===== src/sv/lcs_pkg.sv =====
// Shared types, codes and tables for the character LCD command sequencer.
package lcs_pkg;

    localparam int DESC_DEPTH_DEFAULT = 4;
    localparam int OUT_DEPTH_DEFAULT  = 2;

    localparam logic [2:0] MODE_COMMAND  = 3'd0;
    localparam logic [2:0] MODE_CHAR     = 3'd1;
    localparam logic [2:0] MODE_POSITION = 3'd2;
    localparam logic [2:0] MODE_NUMBER   = 3'd3;
    localparam logic [2:0] MODE_INIT     = 3'd4;

    localparam logic [1:0] LINE_ONE = 2'd1;
    localparam logic [1:0] LINE_TWO = 2'd2;

    localparam logic [7:0] DDRAM_LINE_ONE = 8'h80;
    localparam logic [7:0] DDRAM_LINE_TWO = 8'hC0;
    localparam logic [7:0] ASCII_ZERO     = 8'd48;
    localparam logic [7:0] RECIP_TEN      = 8'd205;   // 2^11 / 10, rounded up
    localparam logic [3:0] TEN            = 4'd10;

    localparam int WR_IDX_W = 3;

    typedef enum logic [1:0] {
        KIND_SINGLE = 2'd0,
        KIND_NUMBER = 2'd1,
        KIND_INIT   = 2'd2
    } lcs_kind_t;

    typedef struct packed {
        lcs_kind_t  kind;
        logic       is_data;
        logic [7:0] byte_a;
        logic [7:0] byte_b;
    } lcs_desc_t;

    typedef struct packed {
        logic       is_data;
        logic [7:0] bus_byte;
        logic       last;
    } lcs_write_t;

    localparam logic [WR_IDX_W-1:0] INIT_LAST_IDX = 3'd4;

    function automatic logic [7:0] init_byte(input logic [WR_IDX_W-1:0] idx);
        logic [7:0] b;
        case (idx)
            3'd0:    b = 8'h38;   // 8-bit bus, two lines
            3'd1:    b = 8'h38;
            3'd2:    b = 8'h06;   // entry mode: increment
            3'd3:    b = 8'h0C;   // display on, cursor off
            3'd4:    b = 8'h01;   // clear display
            default: b = 8'h00;
        endcase
        return b;
    endfunction

    function automatic logic [WR_IDX_W-1:0] last_idx(input lcs_kind_t kind);
        logic [WR_IDX_W-1:0] n;
        case (kind)
            KIND_SINGLE: n = 3'd0;
            KIND_NUMBER: n = 3'd1;
            KIND_INIT:   n = INIT_LAST_IDX;
            default:     n = 3'd0;
        endcase
        return n;
    endfunction

endpackage


===== src/sv/char_lcd_command_sequencer.sv =====
// Top level of the character LCD command sequencer: decoder, queues, write sequencer.
// Path: a request accepted at the input goes through the descriptor queue, then the write
// sequencer fills the result queue, whose head is on the result ports and can be popped.
// Throughput: one request per cycle while the descriptor queue has room; the sequencer
// issues one bus write per cycle while the result queue has room, 1 to 5 per request.
// Reset (rst_n low, asynchronous) empties both queues and rewinds the sequencer.
module char_lcd_command_sequencer
    import lcs_pkg::*;
#(
    parameter int DESC_DEPTH = DESC_DEPTH_DEFAULT,
    parameter int OUT_DEPTH  = OUT_DEPTH_DEFAULT
)
(
    input  logic       clk,
    input  logic       rst_n,
    input  logic       push,
    output logic       full,
    input  logic [2:0] mode,
    input  logic [7:0] value,
    input  logic [1:0] line,
    input  logic [5:0] column,
    output logic       empty,
    input  logic       pop,
    output logic       is_data,
    output logic [7:0] bus_byte,
    output logic       last
);

    localparam int DESC_W = $bits(lcs_desc_t);
    localparam int WR_W   = $bits(lcs_write_t);

    logic       has_writes;
    lcs_desc_t  front_desc;
    lcs_desc_t  head_desc;
    logic       desc_empty;
    logic       desc_pop;
    logic       wr_full;
    logic       wr_push;
    lcs_write_t back_wr;
    lcs_write_t out_wr;

    // Decode the request; requests that cause no write never enter the queue.
    lcs_front u_front (
        .mode       (mode),
        .value      (value),
        .line       (line),
        .column     (column),
        .has_writes (has_writes),
        .desc       (front_desc)
    );

    // Descriptor queue: lets the decoder keep taking beats while the
    // sequencer works through a long init run.
    lcs_fifo #(
        .WIDTH (DESC_W),
        .DEPTH (DESC_DEPTH)
    ) u_desc_q (
        .clk       (clk),
        .rst_n     (rst_n),
        .push      (push && has_writes),
        .push_data (front_desc),
        .full      (full),
        .pop       (desc_pop),
        .pop_data  (head_desc),
        .empty     (desc_empty)
    );

    // Advance through the writes of the head descriptor, one per cycle while the result queue has room.
    lcs_back u_back (
        .clk        (clk),
        .rst_n      (rst_n),
        .desc_empty (desc_empty),
        .desc       (head_desc),
        .desc_pop   (desc_pop),
        .wr_full    (wr_full),
        .wr_push    (wr_push),
        .wr         (back_wr)
    );

    // Result queue: hold finished writes until the pin side pops them.
    lcs_fifo #(
        .WIDTH (WR_W),
        .DEPTH (OUT_DEPTH)
    ) u_out_q (
        .clk       (clk),
        .rst_n     (rst_n),
        .push      (wr_push),
        .push_data (back_wr),
        .full      (wr_full),
        .pop       (pop),
        .pop_data  (out_wr),
        .empty     (empty)
    );

    assign is_data  = out_wr.is_data;
    assign bus_byte = out_wr.bus_byte;
    assign last     = out_wr.last;

endmodule


===== src/sv/lcs_fifo.sv =====
// Small synchronous queue with a combinational head read.
module lcs_fifo
    import lcs_pkg::*;
#(
    parameter int WIDTH = 8,
    parameter int DEPTH = 2
)
(
    input  logic             clk,
    input  logic             rst_n,
    input  logic             push,
    input  logic [WIDTH-1:0] push_data,
    output logic             full,
    input  logic             pop,
    output logic [WIDTH-1:0] pop_data,
    output logic             empty
);

    localparam int AW = $clog2(DEPTH);
    localparam int CW = $clog2(DEPTH + 1);
    localparam logic [AW-1:0] LAST_SLOT = AW'(DEPTH - 1);
    localparam logic [CW-1:0] FULL_CNT  = CW'(DEPTH);

    logic [WIDTH-1:0] mem [DEPTH];
    logic [AW-1:0]    wr_ptr_reg, wr_ptr_next;
    logic [AW-1:0]    rd_ptr_reg, rd_ptr_next;
    logic [CW-1:0]    count_reg, count_next;
    logic             do_push, do_pop;

    assign full     = (count_reg == FULL_CNT);
    assign empty    = (count_reg == '0);
    assign do_push  = push && !full;
    assign do_pop   = pop && !empty;
    assign pop_data = mem[rd_ptr_reg];

    always_comb
    begin
        wr_ptr_next = wr_ptr_reg;
        rd_ptr_next = rd_ptr_reg;
        count_next  = count_reg;
        if (do_push)
        begin
            wr_ptr_next = (wr_ptr_reg == LAST_SLOT) ? '0 : wr_ptr_reg + 1'b1;
        end
        if (do_pop)
        begin
            rd_ptr_next = (rd_ptr_reg == LAST_SLOT) ? '0 : rd_ptr_reg + 1'b1;
        end
        if (do_push && !do_pop)
        begin
            count_next = count_reg + 1'b1;
        end
        else if (do_pop && !do_push)
        begin
            count_next = count_reg - 1'b1;
        end
    end

    always_ff @(posedge clk or negedge rst_n)
    begin
        if (!rst_n)
        begin
            wr_ptr_reg <= '0;
            rd_ptr_reg <= '0;
            count_reg  <= '0;
        end
        else
        begin
            wr_ptr_reg <= wr_ptr_next;
            rd_ptr_reg <= rd_ptr_next;
            count_reg  <= count_next;
        end
    end

    always_ff @(posedge clk)
    begin
        if (do_push)
        begin
            mem[wr_ptr_reg] <= push_data;
        end
    end

endmodule


===== src/sv/lcs_front.sv =====
// Request decoder: classifies a request and precomputes its write bytes.
module lcs_front
    import lcs_pkg::*;
(
    input  logic [2:0] mode,
    input  logic [7:0] value,
    input  logic [1:0] line,
    input  logic [5:0] column,
    output logic       has_writes,
    output lcs_desc_t  desc
);

    logic [15:0] prod;
    logic [4:0]  tens;
    logic [7:0]  tens_x10;
    logic [7:0]  ones;

    // value / 10 by reciprocal, exact for all 8-bit values
    assign prod     = value * RECIP_TEN;
    assign tens     = prod[15:11];
    assign tens_x10 = {3'b000, tens} * {4'b0000, TEN};
    assign ones     = value - tens_x10;

    always_comb
    begin
        has_writes   = 1'b0;
        desc.kind    = KIND_SINGLE;
        desc.is_data = 1'b0;
        desc.byte_a  = value;
        desc.byte_b  = 8'h00;
        case (mode)
            MODE_COMMAND:
            begin
                has_writes = 1'b1;
            end
            MODE_CHAR:
            begin
                has_writes   = 1'b1;
                desc.is_data = 1'b1;
            end
            MODE_POSITION:
            begin
                if (line == LINE_ONE)
                begin
                    has_writes  = 1'b1;
                    desc.byte_a = DDRAM_LINE_ONE + {2'b00, column} - 8'd1;
                end
                else if (line == LINE_TWO)
                begin
                    has_writes  = 1'b1;
                    desc.byte_a = DDRAM_LINE_TWO + {2'b00, column} - 8'd1;
                end
            end
            MODE_NUMBER:
            begin
                has_writes   = 1'b1;
                desc.kind    = KIND_NUMBER;
                desc.is_data = 1'b1;
                desc.byte_a  = ASCII_ZERO + {3'b000, tens};
                desc.byte_b  = ASCII_ZERO + {4'b0000, ones[3:0]};
            end
            MODE_INIT:
            begin
                has_writes = 1'b1;
                desc.kind  = KIND_INIT;
            end
            default:
            begin
                has_writes = 1'b0;
            end
        endcase
    end

endmodule


===== src/sv/lcs_back.sv =====
// Write sequencer: expands one descriptor into its run of bus writes.
module lcs_back
    import lcs_pkg::*;
(
    input  logic       clk,
    input  logic       rst_n,
    input  logic       desc_empty,
    input  lcs_desc_t  desc,
    output logic       desc_pop,
    input  logic       wr_full,
    output logic       wr_push,
    output lcs_write_t wr
);

    logic [WR_IDX_W-1:0] idx_reg, idx_next;
    logic                is_last;

    assign is_last  = (idx_reg == last_idx(desc.kind));
    assign wr_push  = !desc_empty && !wr_full;
    assign desc_pop = wr_push && is_last;

    always_comb
    begin
        wr.is_data = desc.is_data;
        wr.last    = is_last;
        case (desc.kind)
            KIND_SINGLE: wr.bus_byte = desc.byte_a;
            KIND_NUMBER: wr.bus_byte = (idx_reg == '0) ? desc.byte_a : desc.byte_b;
            KIND_INIT:   wr.bus_byte = init_byte(idx_reg);
            default:     wr.bus_byte = desc.byte_a;
        endcase
    end

    always_comb
    begin
        idx_next = idx_reg;
        if (wr_push)
        begin
            idx_next = is_last ? '0 : idx_reg + 1'b1;
        end
    end

    always_ff @(posedge clk or negedge rst_n)
    begin
        if (!rst_n)
        begin
            idx_reg <= '0;
        end
        else
        begin
            idx_reg <= idx_next;
        end
    end

endmodule

===== config.mk =====
export PLATFORM = sky130hd
export DESIGN_NAME = char_lcd_command_sequencer
export DESIGN_NICKNAME = d
export VERILOG_FILES = /design/src/sv/lcs_pkg.sv /design/src/sv/char_lcd_command_sequencer.sv /design/src/sv/lcs_fifo.sv /design/src/sv/lcs_front.sv /design/src/sv/lcs_back.sv
export SDC_FILE = /design/constraint.sdc
export NUM_CORES = 1
export LEC_CHECK = 0
export BUFFER_PORTS_ARGS = -buffer_cell sky130_fd_sc_hd__clkbuf_2
export CAP_MARGIN = 30
export CELL_PAD_IN_SITES_DETAIL_PLACEMENT = 1
export CELL_PAD_IN_SITES_GLOBAL_PLACEMENT = 2
export CORE_MARGIN = 3
export CORE_UTILIZATION = 43
export CTS_BUF_LIST = sky130_fd_sc_hd__clkbuf_4 sky130_fd_sc_hd__clkbuf_8 sky130_fd_sc_hd__clkbuf_16
export DETAILED_ROUTE_END_ITERATION = 6
export MAX_ROUTING_LAYER = met4
export PLACE_DENSITY_LB_ADDON = 0.1
export SETUP_SLACK_MARGIN = 0.05
export SYNTH_ARGS = -nofsm -noshare
export SYNTH_HDL_FRONTEND = slang
export SYNTH_SLANG_ARGS = --single-unit

===== constraint.sdc =====
create_clock -name clk -period 4.55 [get_ports clk]
set_clock_uncertainty 0.15 [all_clocks]
set_input_delay 0.455 -clock clk [delete_from_list [all_inputs] [get_ports clk]]
set_output_delay 0.455 -clock clk [all_outputs]
set_load 0.03 [all_outputs]

==> Word-level counts from Yosys, hierarchy flattened <==
Memories as Yosys holds them, arrays and structs flattened.
Index checks and enable logic that the tools add are counted.
{ "classes": {"order_cmp": 0, "shifts": 0, "bitwise_logic": 0, "add_sub_neg": 16, "n_reduce_logical": 28, "multipliers": 2, "mux": 26, "eq_ne": 17, "div_mod_pow": 0} }
{ "op_table": {"columns": ["cell", "n"], "rows": [
  ["8-bit 2-to-1 mux", 4],
  ["8-bit case mux with 2 select lines", 2],
  ["6-bit case mux with 4 select lines", 1],
  ["8-bit by 8-bit multiplier with 16-bit output (second input constant)", 1],
  ["8-bit by 1-bit subtractor with 8-bit output (second input constant)", 2],
  ["3-bit by 2-bit equality test with 1-bit output (second input constant)", 4],
  ["1-bit logical AND", 11],
  ["2-bit equality test (second input constant)", 5],
  ["3-bit equality test (second input constant)", 3],
  ["3-bit logical NOT", 3],
  ["1-bit 2-to-1 mux", 9],
  ["3-bit 2-to-1 mux", 3],
  ["7-bit by 7-bit adder with 8-bit output (first input constant)", 1],
  ["8-bit by 6-bit adder with 8-bit output (first input constant)", 1],
  ["1-bit logical NOT", 8],
  ["2-bit 2-to-1 mux", 4],
  ["6-bit by 4-bit adder with 7-bit output (first input constant)", 1],
  ["6-bit by 5-bit adder with 7-bit output (first input constant)", 1],
  ["2-bit by 1-bit adder with 2-bit output (second input constant)", 3],
  ["3-bit by 1-bit adder with 3-bit output (second input constant)", 2],
  ["3-bit by 1-bit equality test with 1-bit output (second input constant)", 2],
  ["3-bit case mux with 2 select lines", 1],
  ["5-bit by 3-bit multiplier with 3-bit output (second input constant)", 1],
  ["2-bit by 1-bit equality test with 1-bit output (second input constant)", 2],
  ["other kinds (11)", 14]
]} }
{ "word_totals": {"register_bits": 14, "wordCells": 98, "latchBits": 0, "out_inout_bits": 12, "romBits": 0, "n_memories": 2, "mem_bits_rw": 96, "in_bits": 23} }
{ "memory_table": {"columns": ["name", "depth", "word_bits", "read_ports", "rd_ports_with_merged_regs", "wr", "line_no", "text"], "rows": [
  ["u_desc_q.mem", 4, 19, 1, 0, 1, "lcs_fifo.sv:24", "logic [WIDTH-1:0] mem [DEPTH];"],
  ["u_out_q.mem", 2, 10, 1, 0, 1, "lcs_fifo.sv:24", null]
]} }

==> Depth between registers and ports, before layout <==
{ "depth": {"depth_word": 10, "depth_mapped": 18, "depth_no_buf": 18} }

==> Hierarchy <==
Synthesis repeated with hierarchy kept, for this count alone.
{ "unflattened": {"hier_cells": 450, "hier_area_um2": 6248.5} }
{ "modules_own_cells": {"columns": ["module", "seq_area_each_um2", "area_each_um2", "n_inst", "cells_per_inst"], "rows": [
  ["lcs_fifo (u_desc_q)", 2457.4, 3178.0, 1, 136],
  ["lcs_front", 0.0, 1579.0, 1, 190],
  ["lcs_fifo (u_out_q)", 700.7, 919.6, 1, 50],
  ["lcs_back", 75.1, 565.5, 1, 73],
  ["char_lcd_command_sequencer", 0.0, 6.3, 1, 1]
]} }

==> Worst setup path before layout <==
No wires, ideal clock.
{ "synth_timing": {"path_kind": "in2reg", "startpoint": "input value[1]", "endpoint": "memory u_desc_q.mem[0][3] (netlist name) (data pin)", "setup_time_ns": 0.266, "path_slack_ns": -0.323, "n_path_buf": 0, "t_required_ns": 4.134, "arrival_ns": 4.457, "path_stages": 18, "path_cell_list": "ha_1 > xor2_1 > ha_1 > fa_1 > inv_1 > fa_1 > inv_1 > ha_1 > a311oi_1 > o21ai_1 > o211a_4 > a21oi_1 > xnor2_1 > fa_1 > xor2_1 > xnor3_1 > a21oi_1 > nor3b_2"} }
{ "synth_rtl": {"columns": ["element", "line_no", "text"], "rows": [
  ["from (decl)", "char_lcd_command_sequencer.sv:19", "input logic [7:0] value,"],
  ["to (decl)", "lcs_fifo.sv:24", null]
]} }

==> flow_metrics.env <==
export IMPL_status="complete, no violations"
export IMPL_fill_cells=1304
export IMPL_core_sq_um=12700
export IMPL_fmax_mhz=220
export IMPL_cts_buffer_depth=2
export IMPL_async_flop_share=0.149
export IMPL_gp_congestion=0.826
export IMPL_numCtsBuffers=9
export IMPL_seq_area_frac_synth=0.492
export IMPL_crit_chain="clkbuf_16 -> ha_4 -> xor2_4 -> ha_4 -> fa_1 -> inv_1 -> fa_1 -> inv_2 -> ha_4 -> a211oi_4 -> o21ai_2 -> o211ai_1 -> xnor2_1 -> ha_2 -> fa_2 -> xor2_1 -> xnor3_1 -> nand3_1 -> nor3b_4"
export IMPL_grt_pass1_wl_microns=20400
export IMPL_dr_pass1_iters=4
export IMPL_crit_fanout=4
export IMPL_relSlewSlack=0.425
export IMPL_pre_cts_ws_ns=-0.460
export IMPL_finalMaxSlewViolations=0
export IMPL_cts_sinks=94
export IMPL_start_util=0.442
export IMPL_dp_cells=655
export IMPL_reg2reg_slack_ns=0.95
export IMPL_largest_register_ff_count=60
export IMPL_synth_nets=525
export IMPL_multi_input_area_sq_um=2850
export IMPL_final_cells=677
export IMPL_critPathKind="in2reg"
export IMPL_p_leak_nw=2.77
export IMPL_fin_nets=596
export IMPL_endpoint="u_desc_q.mem[3][3]"
export IMPL_grt_pass1_vias=3924
export IMPL_area_delta_synth_final_pct=20.5
export IMPL_fp_dieH_microns=120
export IMPL_crit_cells=19
export IMPL_dp_hpwl_microns=9570
export IMPL_drive_gt1_frac=0.281
export IMPL_startpoint="value[2]"
export IMPL_crit_family="adder cells"
export IMPL_tritoncts="built"
export IMPL_cp_common_cell="ha_4"
export IMPL_dieArea_sq_um=14400
export IMPL_grtUsageTotal=0.189
export IMPL_wl_per_cell_microns=18.3
export IMPL_rsz0062_at_grt="true"
export IMPL_timing_rr_end="u_desc_q.count_reg[1]"
export IMPL_r2r_start="u_desc_q.rd_ptr_reg[0]"
export IMPL_slowest_delay_ns=0.51
export IMPL_syn_area_sq_um=5600
export IMPL_critPathLaunchType="primary input"
export IMPL_drt_first_iter_violations=205
export IMPL_yosysWarningCount=0
export IMPL_worst_slew_pin_transition_ns=0.859
export IMPL_viasPerCell=5.20
export IMPL_post_route_drc_count=0
export IMPL_synth_cell_type_count=54
export IMPL_finalSetupViolCount=0
export IMPL_diodes=0
export IMPL_ys_ff_latch=94
export IMPL_hold_depth=3
export IMPL_r2r_cells=9
export IMPL_grt_overflow_total=0
export IMPL_crit_path_end_kind="flip-flop"
export IMPL_largest_register="u_desc_q.mem"
export IMPL_via_count=3520
export IMPL_syn_area_per_cell_sq_um=13.0
export IMPL_layout_worst_path_cycle_share=1.00
export IMPL_reg_top3="u_desc_q.mem (60), u_out_q.mem (20)"
export IMPL_clk_latency_ns=0.33
export IMPL_cts_root_buffer="clkbuf_16"
export IMPL_ant_nets=0
export IMPL_irDropWorstVdd_mv=0.240
export IMPL_hold_path_class="in2reg"
export IMPL_synth_cells=429
export IMPL_drt_wl_total_microns=12400
export IMPL_grt_max_degree=17
export IMPL_layout_min_cycle_time_ns=4.55
export IMPL_arrival_ns=4.47
export IMPL_pin_count=35
export IMPL_antenna_found_initial=0
export IMPL_io_buffers=34
export IMPL_drv_cap=0
export IMPL_synthTopCellsByArea="edfxtp_1, ha_1, dfrtp_1, mux4_2, fa_1"
export IMPL_power_w=0.00413
export IMPL_power_density_nw_per_um2=613
export IMPL_cp_slowest_cell="fa_1"
export IMPL_hold_viol=0
export IMPL_setup_slack_ns=0.000721
export IMPL_synth_area_leader_cell="edfxtp_1"
export IMPL_path_buf_inv=3
export IMPL_rows=41
export IMPL_synth_top_cell_area_share=0.429
export IMPL_clk_pin_slew_ns=0.06
export IMPL_synth_edf_count=80
export IMPL_synth_ff_type="edfxtp_1"
export IMPL_seqCellArea_sq_um=2750
export IMPL_cts_max_level=3
export IMPL_required_ns=4.47
export IMPL_die_w_microns=120
[per-layer routing]
metal | share of wire | global-route usage | up-vias
met5 | 0 | - | -
met4 | 0.021 | 0.0730 | 0
met3 | 0.018 | 0.0151 | 14
met2 | 0.55 | 0.345 | 45
met1 | 0.41 | 0.217 | 1756
li1 | - | - | 1705
[how the worst min path moves through the flow]
stage,slack [ns],to,start
after CTS,0.33,u_out_q.rd_ptr_reg,pop
after global routing,0.33,u_out_q.rd_ptr_reg,pop
final,0.32,u_out_q.rd_ptr_reg,pop
after global placement,0.24,u_out_q.count_reg[0],rst_n
after detailed placement,0.24,u_out_q.rd_ptr_reg,rst_n
after floorplan,0.009,u_back.idx_reg[0],rst_n
[tightest hold or removal path, cell delays in order]
cell and delay [ns]:
clkbuf_2 0.08, o21ai_0 0.13, xnor2_1 0.09
[final cells by class]
class / count / area share
multi-input combinational: 275 / 0.422
sequential: 94 / 0.408
timing repair buffer: 68 / 0.0683
clock buffer: 13 / 0.0388
tap: 172 / 0.0319
inverter: 52 / 0.0289
clock inverter: 3 / 0.00185
[metrics by stage]
stage	hold WS (ns)	cell area [sq um]	utilization	setup TNS (ns)
floorplan	0.00941	5680	-	-0.156
global placement	0.239	6240	0.493	-1.27
detailed placement	0.240	6240	0.493	-2.24
CTS	0.328	6700	0.528	0
global route	0.331	6750	0.532	-0.756
finish	0.324	6750	0.532	0
[cells in the mapped netlist (all sizes together), types with 2 or more instances]
cell type / count
nor4: 3
a211o: 3
mux2: 13
mux2i: 3
nor3: 4
o221ai: 2
edfxtp: 80
dfrtp: 14
fa: 12
and3: 2
a211oi: 4
a31oi: 6
o21ai: 16
buf: 3
o22ai: 8
a21o: 5
nand3: 3
xnor2: 13
inv: 51
o21a: 2
a311oi: 2
ha: 61
or2: 3
nor2b: 8
o211ai: 2
nand2: 15
a21oi: 8
nor3b: 3
clkbuf: 5
nor2: 31
and2: 4
mux4: 15
or3: 2
xor2: 7
a22oi: 4
[placed cells by master (no fill, tap or decap), types with 5 or more instances in the layout]
cell        n
fa_1       11
nand2_1    15
dfrtp_1    14
a31oi_1     6
buf_4      33
ha_1       48
nor2b_1     7
xor2_1      6
mux4_2     15
mux2_2     13
clkbuf_2   30
o22ai_1     8
xnor2_1    12
o21ai_0    12
ha_4       12
nor2_1     31
a21o_1      5
inv_1      50
clkbuf_16  10
edfxtp_1   80
a21oi_1     6
[where the power goes]
group | switching [W] | leakage [nW] | internal, W
clock | 0.000278 | 0.139 | 0.000399
sequential | 0.000147 | 0.914 | 0.00127
combinational | 0.00114 | 1.72 | 0.000903
[repair_timing]
action                                 4_1_cts  5_1_grt
resized for setup                           19        5
hold buffers                                 1        0
setup endpoints to repair                    4        4
pin swaps                                    6        2
endpoints found under the hold margin       14        0
setup buffers                                3        2
[cells by family (layout without fill, tap and decap cells)]
| kind of cell | Yosys count | after routing | share of synthesized area |
|---|---|---|---|
| AO/OA/AOI/OAI | 67 | 67 | 0.0823 |
| XOR/XNOR | 21 | 21 | 0.0353 |
| adder cells (fa/ha/maj) | 73 | 73 | 0.179 |
| AND/OR/NAND/NOR | 83 | 83 | 0.0774 |
| multiplexers | 31 | 31 | 0.0926 |
| flip-flops | 94 | 94 | 0.492 |
| buffers and inverters | 60 | 136 | 0.0414 |
Note: power is estimated with default switching activity, not from simulation.
